<file path="config.mk">
export PLATFORM = sky130hd
export DESIGN_NAME = signed_int_to_decimal_ascii_flat
export DESIGN_NICKNAME = d
export VERILOG_FILES = /design/src/rtl/sitda_pkg.sv /design/src/rtl/sitda_if.sv /design/src/rtl/sitda_cell.sv /design/src/rtl/signed_int_to_decimal_ascii.sv /design/src/flat_wrapper.sv
export SDC_FILE = /design/constraint.sdc
export NUM_CORES = 1
export LEC_CHECK = 0
export BUFFER_PORTS_ARGS = -buffer_cell sky130_fd_sc_hd__buf_2
export CORE_MARGIN = 1
export CORE_UTILIZATION = 61
export DETAILED_ROUTE_END_ITERATION = 7
export GPL_ROUTABILITY_DRIVEN = 0
export PLACE_DENSITY = 0.91
export SETUP_SLACK_MARGIN = 0.4
export SLEW_MARGIN = 10
export SYNTH_ARGS = -nofsm -noshare
export SYNTH_HDL_FRONTEND = slang
export SYNTH_SLANG_ARGS = --single-unit
</file>
<file path="constraint.sdc">
create_clock -name clk -period 2.6 [get_ports clk]
set_clock_uncertainty 0.05 [all_clocks]
set_input_delay 0.39 -clock clk [delete_from_list [all_inputs] [get_ports clk]]
set_output_delay 0.39 -clock clk [all_outputs]
set_load 0.01 [all_outputs]
</file>
<file path="src/rtl/sitda_pkg.sv">
// Shared types and constants for the signed integer to decimal text converter.
package sitda_pkg;

	// Width of the signed input integer.
	localparam int VALUE_BITS = 32;

	// Decimal digits needed for the largest magnitude, 2^(VALUE_BITS-1).
	localparam int DIGITS = ((VALUE_BITS - 1) * 30103) / 100000 + 1;

	// Counter widths.
	localparam int BIT_CNT_W = $clog2(VALUE_BITS);
	localparam int DIG_CNT_W = $clog2(DIGITS + 1);

	// Character codes, trimmed to the six bits of the output field.
	localparam logic [5:0] CODE_MINUS = 6'd45;
	localparam logic [5:0] CODE_ZERO  = 6'd48;

	// Shift-and-add-3 correction for one BCD digit.
	localparam logic [3:0] DABBLE_LIMIT = 4'd5;
	localparam logic [3:0] DABBLE_ADD   = 4'd3;

	typedef logic [3:0] digit_t;

	// Commands broadcast to every digit cell.
	typedef struct packed {
		logic clear;   // start a new conversion
		logic dabble;  // correct and shift one binary bit in
		logic move;    // shift every digit one cell toward the top
	} cell_ctrl_t;

endpackage

</file>
<file path="src/rtl/sitda_if.sv">
// Handshake interfaces for the integer input channel and the character output channel.
interface sitda_num_if;
	import sitda_pkg::*;

	logic                          valid;
	logic                          ready;
	logic signed [VALUE_BITS-1:0]  value;

	modport source (output valid, output value, input ready);
	modport sink   (input valid, input value, output ready);
endinterface

interface sitda_text_if;
	import sitda_pkg::*;

	logic        valid;
	logic        ready;
	logic [5:0]  char_code;
	logic        last_char;

	modport source (output valid, output char_code, output last_char, input ready);
	modport sink   (input valid, input char_code, input last_char, output ready);
endinterface

</file>
<file path="src/rtl/sitda_cell.sv">
// One BCD digit cell of the double-dabble chain, which also shifts digits out.
module sitda_cell (
	input  logic                   clk,
	input  sitda_pkg::cell_ctrl_t  ctrl,
	input  logic                   carry_in,
	input  sitda_pkg::digit_t      digit_in,
	output logic                   carry_out,
	output sitda_pkg::digit_t      digit
);
	import sitda_pkg::*;

	digit_t digit_q;
	digit_t adj;

	// Add 3 when the digit would overflow past 9 after doubling.
	always_comb begin
		adj = (digit_q >= DABBLE_LIMIT) ? digit_q + DABBLE_ADD : digit_q;
	end

	assign carry_out = adj[3];
	assign digit     = digit_q;

	// Digit register: cleared per item, fed bits during conversion, digits while printing.
	always_ff @(posedge clk) begin
		if (ctrl.clear) begin
			digit_q <= '0;
		end else if (ctrl.dabble) begin
			digit_q <= {adj[2:0], carry_in};
		end else if (ctrl.move) begin
			digit_q <= digit_in;
		end
	end

endmodule

</file>
<file path="src/rtl/signed_int_to_decimal_ascii.sv">
// Top level: signed integer in, decimal ASCII characters out, through a chain of BCD cells.
//
//  channel | direction | fields                 | item
//  --------+-----------+------------------------+------------------------------------
//  num     | in        | value[VALUE_BITS-1:0]  | one signed integer to print
//  text    | out       | char_code[5:0], last   | one character, last_char on final
//
// An item goes through shift-and-add-3 in the digit cells (one binary bit a cycle),
// then has its leading zero digits stripped, then sends its characters at one per
// cycle while the output is ready (minus sign included). A new item is taken only
// once the last character has left. Output stalls simply hold the current character.
// Reset clears the control state only; the digit cells are cleared when an item starts.
module signed_int_to_decimal_ascii (
	input  logic               clk,
	input  logic               arst_n,
	sitda_num_if.sink          num,
	sitda_text_if.source       text
);
	import sitda_pkg::*;

	typedef enum logic [4:0] {
		ST_IDLE  = 5'b00001,
		ST_CONV  = 5'b00010,
		ST_STRIP = 5'b00100,
		ST_SIGN  = 5'b01000,
		ST_EMIT  = 5'b10000
	} state_t;

	state_t                  state_q;
	logic [VALUE_BITS-1:0]   mag_q;
	logic                    neg_q;
	logic [BIT_CNT_W-1:0]    bit_cnt_q;
	logic [DIG_CNT_W-1:0]    dig_cnt_q;

	logic                    accept;
	logic                    strip_move;
	logic                    emit_take;
	logic [VALUE_BITS-1:0]   raw;
	cell_ctrl_t              ctrl;
	digit_t                  digits [DIGITS];
	logic                    carries [DIGITS];
	digit_t                  top_digit;

	assign raw       = num.value;
	assign accept    = num.valid && num.ready;
	assign top_digit = digits[DIGITS-1];

	// Leading zeros are dropped while more than one digit is left.
	assign strip_move = (state_q == ST_STRIP) && (top_digit == '0)
		&& (dig_cnt_q != DIG_CNT_W'(1));
	assign emit_take  = (state_q == ST_EMIT) && text.ready;

	// Commands to the digit chain.
	always_comb begin
		ctrl.clear  = accept;
		ctrl.dabble = (state_q == ST_CONV);
		ctrl.move   = strip_move || emit_take;
	end

	// Chain of digit cells, least significant digit at index zero.
	for (genvar i = 0; i < DIGITS; i++) begin : g_cell
		if (i == 0) begin : g_first
			sitda_cell u_cell (
				.clk       (clk),
				.ctrl      (ctrl),
				.carry_in  (mag_q[VALUE_BITS-1]),
				.digit_in  ('0),
				.carry_out (carries[i]),
				.digit     (digits[i])
			);
		end else begin : g_next
			sitda_cell u_cell (
				.clk       (clk),
				.ctrl      (ctrl),
				.carry_in  (carries[i-1]),
				.digit_in  (digits[i-1]),
				.carry_out (carries[i]),
				.digit     (digits[i])
			);
		end
	end

	// Handshake and character selection.
	assign num.ready  = (state_q == ST_IDLE);
	assign text.valid = (state_q == ST_SIGN) || (state_q == ST_EMIT);

	always_comb begin
		if (state_q == ST_SIGN) begin
			text.char_code = CODE_MINUS;
			text.last_char = 1'b0;
		end else begin
			text.char_code = CODE_ZERO + {2'b00, top_digit};
			text.last_char = (dig_cnt_q == DIG_CNT_W'(1));
		end
	end

	// Magnitude shifter: loaded on accept, fed MSB first into the chain.
	always_ff @(posedge clk) begin
		if (accept) begin
			neg_q <= raw[VALUE_BITS-1];
			mag_q <= raw[VALUE_BITS-1] ? (~raw + VALUE_BITS'(1)) : raw;
		end else if (state_q == ST_CONV) begin
			mag_q <= {mag_q[VALUE_BITS-2:0], 1'b0};
		end
	end

	// Sequencer for conversion, zero stripping and character output.
	always_ff @(posedge clk or negedge arst_n) begin
		if (!arst_n) begin
			state_q   <= ST_IDLE;
			bit_cnt_q <= '0;
			dig_cnt_q <= '0;
		end else begin
			case (state_q)
				ST_IDLE: begin
					if (accept) begin
						bit_cnt_q <= BIT_CNT_W'(VALUE_BITS - 1);
						state_q   <= ST_CONV;
					end
				end
				ST_CONV: begin
					bit_cnt_q <= bit_cnt_q - BIT_CNT_W'(1);
					if (bit_cnt_q == '0) begin
						dig_cnt_q <= DIG_CNT_W'(DIGITS);
						state_q   <= ST_STRIP;
					end
				end
				ST_STRIP: begin
					if (strip_move) begin
						dig_cnt_q <= dig_cnt_q - DIG_CNT_W'(1);
					end else begin
						state_q <= neg_q ? ST_SIGN : ST_EMIT;
					end
				end
				ST_SIGN: begin
					if (text.ready) begin
						state_q <= ST_EMIT;
					end
				end
				ST_EMIT: begin
					if (emit_take) begin
						dig_cnt_q <= dig_cnt_q - DIG_CNT_W'(1);
						if (dig_cnt_q == DIG_CNT_W'(1)) begin
							state_q <= ST_IDLE;
						end
					end
				end
				default: begin
					state_q <= ST_IDLE;
				end
			endcase
		end
	end

endmodule

</file>
<file path="src/flat_wrapper.sv">
// flat-port wrapper written by rule: the top's interface ports become plain ports
module signed_int_to_decimal_ascii_flat import sitda_pkg::*;
  (clk, arst_n, num_valid, num_value, num_ready, text_valid, text_char_code, text_last_char, text_ready);
  sitda_num_if num_i ();
  sitda_text_if text_i ();
  input  logic clk;
  input  logic arst_n;
  input wire logic [$bits(num_i.valid)-1:0] num_valid;
  input wire logic [$bits(num_i.value)-1:0] num_value;
  output wire logic [$bits(num_i.ready)-1:0] num_ready;
  output wire logic [$bits(text_i.valid)-1:0] text_valid;
  output wire logic [$bits(text_i.char_code)-1:0] text_char_code;
  output wire logic [$bits(text_i.last_char)-1:0] text_last_char;
  input wire logic [$bits(text_i.ready)-1:0] text_ready;
  assign num_i.valid = num_valid;
  assign num_i.value = num_value;
  assign num_ready = num_i.ready;
  assign text_valid = text_i.valid;
  assign text_char_code = text_i.char_code;
  assign text_last_char = text_i.last_char;
  assign text_i.ready = text_ready;
  signed_int_to_decimal_ascii u_core (.clk(clk), .arst_n(arst_n), .num(num_i), .text(text_i));
endmodule
</file>
==> results of run 1 <==
## power groups by stage
stage / logic, W / registers (W) / clock network, W
2_1_floorplan: 0.00236 / 0.00263 / 0
3_3_place_gp: 0.00284 / 0.00273 / 0
3_5_place_dp: 0.00302 / 0.00278 / 0
4_1_cts: 0.00307 / 0.00276 / 0.000961
5_1_grt: 0.00350 / 0.00286 / 0.00101
6_report: 0.00309 / 0.00278 / 0.000951
## worst max path at each step
stage                                            start                                       to  slack [ns]  cells after the start
2_1_floorplan                        u_core.state_q[3]                          u_core.mag_q[0]        0.66                      4
3_3_place_gp                       u_core.dig_cnt_q[1]  u_core.g_cell[3].g_next.u_cell.digit[2]        0.42                      8
3_5_place_dp                       u_core.dig_cnt_q[1]  u_core.g_cell[3].g_next.u_cell.digit[1]        0.33                      8
4_1_cts                            u_core.dig_cnt_q[1]  u_core.g_cell[3].g_next.u_cell.digit[0]        0.38                      7
5_1_grt        u_core.g_cell[9].g_next.u_cell.digit[1]  u_core.g_cell[2].g_next.u_cell.digit[1]        0.31                      8
6_report                           u_core.dig_cnt_q[1]                           text_last_char        0.45                      5
## cells in the final DEF, fill, tap and decap left out, types with 4 or more instances in the layout
cell type	count
nor3b_1	9
mux2i_1	24
buf_4	8
clkbuf_8	9
nand3_1	9
nand2_1	109
o31ai_1	11
edfxtp_1	33
a31oi_1	23
a21oi_1	20
o41ai_1	7
a211oi_1	19
o21ai_1	4
nor2_1	21
buf_2	43
nand4_1	6
inv_1	31
xor2_1	30
dfxtp_1	40
nor3_1	6
xnor2_1	11
dfrtp_1	12
o21ai_0	78
ha_1	24
nand2b_1	16
o211ai_1	6
## registers in the layout, summed over array words and instances, names as in the netlist
name and count:
u_core.g_cell.g_next.u_cell.digit 36, u_core.neg_q 1, u_core.dig_cnt_q 4, u_core.state_q 5, u_core.g_cell.g_first.u_cell.digit 4, u_core.bit_cnt_q 5, u_core.mag_q 32
## layout make-up
cell class / instances / share of cell area
Clock inverter: 7 / 0.0114
Timing Repair Buffer: 55 / 0.0555
Sequential cell: 87 / 0.354
Tap cell: 108 / 0.0223
Inverter: 31 / 0.0192
Multi-Input combinational cell: 484 / 0.517
Clock buffer: 9 / 0.0204
## repair_timing
item / in CTS / in global routing
resized for setup: 1 / 8
pin swaps: 0 / 1
gates cloned: 1 / 0
setup endpoints to repair: 15 / 34
endpoints found under the hold margin: 13 / 0
hold buffers: 1 / 0
buffers inserted: 0 / 1
## per-stage QoR
step	instance area, sq um	hold WS (ns)
final	6060	0.185
after global routing	6060	0.176
after floorplan	5520	0.0444
after detailed placement	5810	0.242
after global placement	5810	0.242
after CTS	6020	0.174
## kinds of logic (layout without fill, tap and decap cells)
group           after synthesis  count (layout)
simple gates                208             209
compound gates              183             183
flops                        87              87
buf+inv                      65             102
xor+xnor                     41              41
fa+ha+maj                    25              25
mux                          25              25
other cells                   1               1
## layer usage
metal / vias up / share of wire
li1: 2346 / -
met1: 2234 / 0.43
met2: 169 / 0.50
met3: 18 / 0.055
met4: 0 / 0.015
met5: - / 0
==> impl_results.md, run 1 <==
* Clock slew at reported path FFs at 0.09 ns
* CTS Root Cell: clkbuf_8
* Top-count cell post-synth: nand2_1
* Hold path start: num_valid
* Fraction of the mapped netlist area in compound gates at 0.205
* Distinct cells, synth at 61
* Top-Level Pins at 45
* RSZ-0062 raised after global routing: true
* Layer with the highest usage: met2
* Rows at 34
* Final period util at 0.826
* Critical path arrival at 1.71 ns
* Global-route wire length before repair at 20.3 mm
* Share of the synthesized area in the top cell type at 0.179
* Post-synthesis sequential area ratio at 0.388
* DRT antenna net count at 0
* DPL Wire Length at 8.07 mm
* Crit start category: flip-flop
* H-tree depth at 3
* Fill count at 682
* Area Growth Syn to Fin at 9.79%
* Max incr delay on CP at 0.43 ns
* Minimum clock period at 2.15 ns
* Register area at 2140 sq um
* Grt total ovfl at 0
* Antenna diodes at 0
* Synth Flop Type: dfxtp_1
* Switch share at 0.418
* Setup TNS at 0 ns
* Critical path type: reg2out
* Reg2reg start: u_core.dig_cnt_q[1]
* Post-synthesis mux area share at 0.0455
* Worst slack, placed at 0.325 ns
* CP Data Required Time at 2.16 ns
* Max transition margin at 0.650
* Global Route met1 Usage at 0.319
* Yosys top cell by area: edfxtp_1
* Core Util, Final at 0.692
* Skew-Pair Late Insertion Delay at 0.36 ns
* DR vias at 4767
* Max VDD drop at 634 uV
* Max frequency at 0.466 GHz
* Worst hold path type: in2reg
* Pins over their slew limit at 0
* Top delay family on crit path: flip-flops
* Internal at 0.00397 W
* Largest net degree at the start of global routing at 67
* Max-capacitance violation count at 0
* Net switching power at 0.00285 W
* Combinational share of power at 0.453
* Syn Area/Cell at 8.70 sq um
* Fin nets at 729
* Reg2reg end: u_core.g_cell[1].g_next.u_cell.digit[3]
* CP Capture Type: output port
* Run status: completed
* Met3 Track Usage GR at 0.0547
* CTS sink count at 87
* Worst Hold Path EP: u_core.state_q[0]
* Cell breakdown of the critical path: inv_2, ha_4, or3b_4, a31oi_1, buf_2
* Post-Synthesis Cells at 635
* Core area at 8760 sq um
* Final std cells w/o fill at 781
* Slowest stage cell on the critical path: dfrtp_1
* Xor and xnor area share after synthesis at 0.0650
* DIE AREA at 9440 sq um
* Wire length per cell at 15.3 um
* Crit path buffers/inverters at 2
* Hold Crit Depth at 2
* Synth Warn # at 0
* Die X at 97.1 um
* Leakage at 2.47 nW
* Synth Area in Adders at 0.0567
* Met2 Usage GRT at 0.448
* Seq cells post-synth at 87
* Multi-input gate area at 3140 sq um
* CP max FO at 4
* Initial antenna violation count at 0
* Endpoints failing setup at 0
* Mapped cell area at 5520 sq um
* Number of global-route vias before repair at 4571
* Post-synthesis simple-gate area fraction at 0.188
* Post-synth EDFFs at 33
* Cells after DPL at 762
* 1st-iter DRT viols at 266
* Most frequent cells after synthesis: nand2_1 (112), o21ai_0 (78), dfxtp_1 (40)
* Seq pwr share at 0.407
* R2R setup slack at 0.50 ns
* CTS Buffer Depth at 2
* Clock Power Share at 0.140
* Final worst slack at 0.452 ns
* I/O Buffers at 43
* Routed vias/inst at 6.10
* CTS tree: built
* Design Power at 0.00682 W
* Power Density at 1120 nW/um^2
* Final hold viol count at 0
* Chip height at 97.1 um
* CTS Buf Count at 9
* Drt first pass iters at 5
* Async S/R FF share, synth at 0.161
* Tightest Pin Transition at 0.526 ns
* Global Route Usage Sum at 0.261
* DRC Markers at 0
* Reg2Reg Depth at 7
* Detailed-route wire length at 12.0 mm
* Largest family of logic cells by synthesized area: compound AO/OA/AOI/OAI gates
* Net Count, Synth at 696
* Synth top area cells: edfxtp_1 (18%), dfxtp_1 (15%), nand2_1 (7.6%)
* Initial core utilization at 0.630
* Share of layout cells above drive strength 1 at 0.143
Power figures use the tool's default switching activity.
==> run 2: changes to the inputs <==
- CORE_UTILIZATION: 61 -> 55
- PLACE_DENSITY: 0.91 -> 0.87
- clock period: 2.6 -> 1.9 ns (I/O delays scaled with it)
==> run 2 against run 1 <==
  * The flow now stops in 5_1_grt
  * Synthesized cell count stayed put
  * Synthesized area is the same
==> impl_results.md, run 2 <==
* Post-synth EDFFs at 33 (unchanged)
* Synth top area cells: edfxtp_1 (18%), dfxtp_1 (15%), nand2_1 (7.6%)
* CTS Root Cell: clkbuf_8
* H-tree depth at 3 (unchanged)
* Exit stage: 5_1_grt
* Post-synthesis sequential area ratio at 0.388 (unchanged)
* Post-Synthesis Cells at 635 (unchanged)
* DPL Wire Length at 8.73 mm (+8.2%)
* Chip height at 102 um (+5.2%)
* Top-count cell post-synth: nand2_1
* Placement Cell Area at 6300 sq um (+8.4%)
* Worst ep type: primary output
* Distinct cells, synth at 61 (unchanged)
* CTS sink count at 87 (unchanged)
* Global Route Usage Sum at 0.680
* Synth Flop Type: dfxtp_1
* Most frequent cells after synthesis: nand2_1 (112), o21ai_0 (78), dfxtp_1 (40)
* Run status: did not finish
* Async S/R FF share, synth at 0.161 (unchanged)
* Seq cells post-synth at 87 (unchanged)
* Mapped cell area at 5520 sq um (unchanged)
* Worst slack, placed at -0.0792 ns (-0.404 ns)
* Grt total ovfl at 3
* Run Error: [ERROR GRT-0232] Routing congestion too high. Check the congestion heatmap in the GUI.
* Yosys top cell by area: edfxtp_1
* Net Count, Synth at 696 (unchanged)
* I/O Buffers at 43 (unchanged)
* Largest net degree at the start of global routing at 40
* CTS Buffer Depth at 2 (unchanged)
* Rows at 36 (+5.9%)
* Top-Level Pins at 45 (unchanged)
* CTS Buf Count at 9 (unchanged)
* Syn Area/Cell at 8.70 sq um (unchanged)
* Synth Warn # at 0 (unchanged)
* Share of the synthesized area in the top cell type at 0.179 (unchanged)
* Die X at 102 um (+5.2%)
* Initial core utilization at 0.568 (-0.0626)
* Worst_ep grt: text_last_char
[run 2: cell counts after synthesis]
No cell type changed its count.
[run 2: logic make-up after synthesis]
family / share of synthesized area
buffers and inverters: 0.0510
other: 0.000679
multiplexers: 0.0455
adder cells (fa/ha/maj): 0.0567
AO/OA/AOI/OAI: 0.205
XOR/XNOR: 0.0650
AND/OR/NAND/NOR: 0.188
flip-flops: 0.388
[run 2: metrics by stage]
step | instances | setup TNS [ns] | hold WS, ns | utilization
after floorplan | 635 | 0 | -0.0606 | -
after global placement | 819 | -0.0285 | 0.149 | 0.648
after detailed placement | 819 | -0.402 | 0.157 | 0.648
after CTS | 872 | -0.390 | 0.0760 | 0.768
[run 2: timing repair]
item	in CTS
hold buffers	1
endpoints found under the setup margin	126
endpoints found under the hold margin	13
setup buffers	26
gates cloned	10
pin swaps	49
gates resized for setup	143
[run 2: routing by layer]
metal	track usage	GRT overflow
met1	0.689	0
met2	0.837	0
met3	0.547	0
met4	0.649	3
met5	0.178	0
==> run 3: changes to the inputs <==
- CORE_UTILIZATION: 55 -> 40
- PLACE_DENSITY: 0.87 -> not set
- PLACE_DENSITY_LB_ADDON: not set -> 0.15
- SETUP_SLACK_MARGIN: 0.4 -> not set
- clock period: 1.9 -> 2.5 ns (I/O delays scaled with it)
==> run 3 against run 2 <==
  * The run now ends clean
==> impl_results.md, run 3 (synthesized netlist as in run 1, its figures left out) <==
* CTS sink count at 87 (unchanged)
* Run status: completed
* Critical path arrival at 1.75 ns
* Final worst slack at 0.325 ns
* Routed vias/inst at 5.37
* Pins over their slew limit at 0
* Global-route wire length before repair at 20.4 mm
* DR vias at 4553
* Worst Hold Path EP: u_core.state_q[0]
* Endpoints failing setup at 0
* CTS Buffer Depth at 2 (unchanged)
* Post-CTS Resized at 0 (-100%)
* DRT antenna net count at 0
* Skew-Pair Late Insertion Delay at 0.34 ns
* Antenna diodes at 0
* Detailed-route wire length at 12.0 mm
* Minimum clock period at 2.17 ns
* Reg2Reg Depth at 7
* CTS tree: built
* CP max FO at 9
* Fill count at 1326
* Commonest cells after routing, fill and taps aside: nand2_1 (111), o21ai_0 (78), buf_2 (43), dfxtp_1 (40), edfxtp_1 (33)
* Chip height at 119 um (+17%)
* Max reg flops at 36
* Fin nets at 728
* Setup TNS at 0 ns
* Reg2reg start: u_core.dig_cnt_q[1]
* Design Power at 0.00746 W
* Global Route Usage Sum at 0.178
* Initial core utilization at 0.414 (-0.154)
* Global Route met1 Usage at 0.239
* Postcts setup bufs at 0 (-100%)
* Max transition margin at 0.616
* Share of layout cells above drive strength 1 at 0.128
* Critical path type: reg2out
* Tightest Pin Transition at 0.576 ns
* Max-capacitance violation count at 0
* H-tree depth at 3 (unchanged)
* Grt total ovfl at 0
* Met3 Track Usage GR at 0.0399
* DRC Markers at 0
* Layer with the highest usage: met2
* Max VDD drop at 435 uV
* Cell breakdown of the critical path: nor2_1, nand3_1, nand2b_1, buf_2
* Worst hold path type: in2reg
* RSZ-0062 raised after global routing: false
* Cells after DPL at 831 (+1.5%)
* Area Growth Syn to Fin at 13.0%
* CP Data Required Time at 2.08 ns
* Max frequency at 0.460 GHz
* Rows at 42 (+17%)
* Leakage at 2.51 nW
* Top-Level Pins at 45 (unchanged)
* Max incr delay on CP at 0.42 ns
* Power Density at 1200 nW/um^2
* DPL Wire Length at 8.19 mm (-6.2%)
* Final hold viol count at 0
* CTS Root Cell: clkbuf_16
* Drt first pass iters at 4
* Clock slew at reported path FFs at 0.06 ns
* CTS Buf Count at 9 (unchanged)
* Worst slack, placed at 0.224 ns (+0.303 ns)
* Hold Crit Depth at 2
* Final std cells w/o fill at 848
* Die X at 119 um (+17%)
* Number of global-route vias before repair at 4309
* R2R setup slack at 0.35 ns
* Initial antenna violation count at 0
* Wire length per cell at 14.2 um
* Post-cts hold buffer count at 1 (unchanged)
* CP Capture Type: output port
* Most common cell after layout, fill and taps aside: nand2_1
* Hold path start: num_valid
* Final period util at 0.870
* Largest net degree at the start of global routing at 95
* I/O Buffers at 43 (unchanged)
* Reg2reg end: u_core.g_cell[1].g_next.u_cell.digit[3]
* DIE AREA at 14300 sq um
* 1st-iter DRT viols at 283
* Core area at 13300 sq um
* Met2 Usage GRT at 0.284
* Crit start category: flip-flop
* Slowest stage cell on the critical path: dfrtp_1
-- run 3: critical path, delay by kind of cell, from the launching register on --
kind                   cells  cell delay [ns]
buffers and inverters      1             0.14
DFF                        1             0.42
and+or+nand+nor            3             0.85
-- run 3: final cells by class --
class / count / area, sq um / area share
well taps: 176 / 220 / 0.0353
inverters: 31 / 116 / 0.0187
repair buffers: 55 / 345 / 0.0554
flip-flops and latches: 87 / 2140 / 0.344
multi-input cells: 483 / 3100 / 0.497
clock inverters: 6 / 85.1 / 0.0136
clock buffers: 10 / 229 / 0.0367
-- run 3: stage by stage --
stage	cell area, sq um	hold slack [ns]	util
2_1_floorplan	5520	0.0294	-
3_3_place_gp	5910	0.241	0.443
3_5_place_dp	5910	0.248	0.443
4_1_cts	6240	0.176	0.467
5_1_grt	6240	0.172	0.467
6_report	6240	0.189	0.467
-- run 3: metal layers --
| layer | share of wire | up-vias |
|---|---|---|
| met4 | 0.011 | 0 |
| met1 | 0.51 | 2121 |
| met3 | 0.031 | 10 |
| met2 | 0.45 | 75 |
| li1 | - | 2347 |
| met5 | 0 | - |
-- run 3: worst max path at each step --
stage	startpoint	end	cells past startpoint
2_1_floorplan	u_core.state_q[3]	u_core.mag_q[0]	4
3_3_place_gp	num_value[6]	u_core.mag_q[14]	6
3_5_place_dp	num_value[14]	u_core.mag_q[27]	6
4_1_cts	u_core.state_q[1]	text_char_code[3]	4
5_1_grt	u_core.state_q[1]	text_char_code[0]	4
6_report	u_core.state_q[1]	text_char_code[3]	4
-- run 3: power breakdown --
part / switching (W) / total (W) / leakage (nW) / internal [W]
logic: 0.00183 / 0.00316 / 1.56 / 0.00133
clock network: 0.000562 / 0.00143 / 0.150 / 0.000873
registers: 0.000545 / 0.00286 / 0.799 / 0.00232
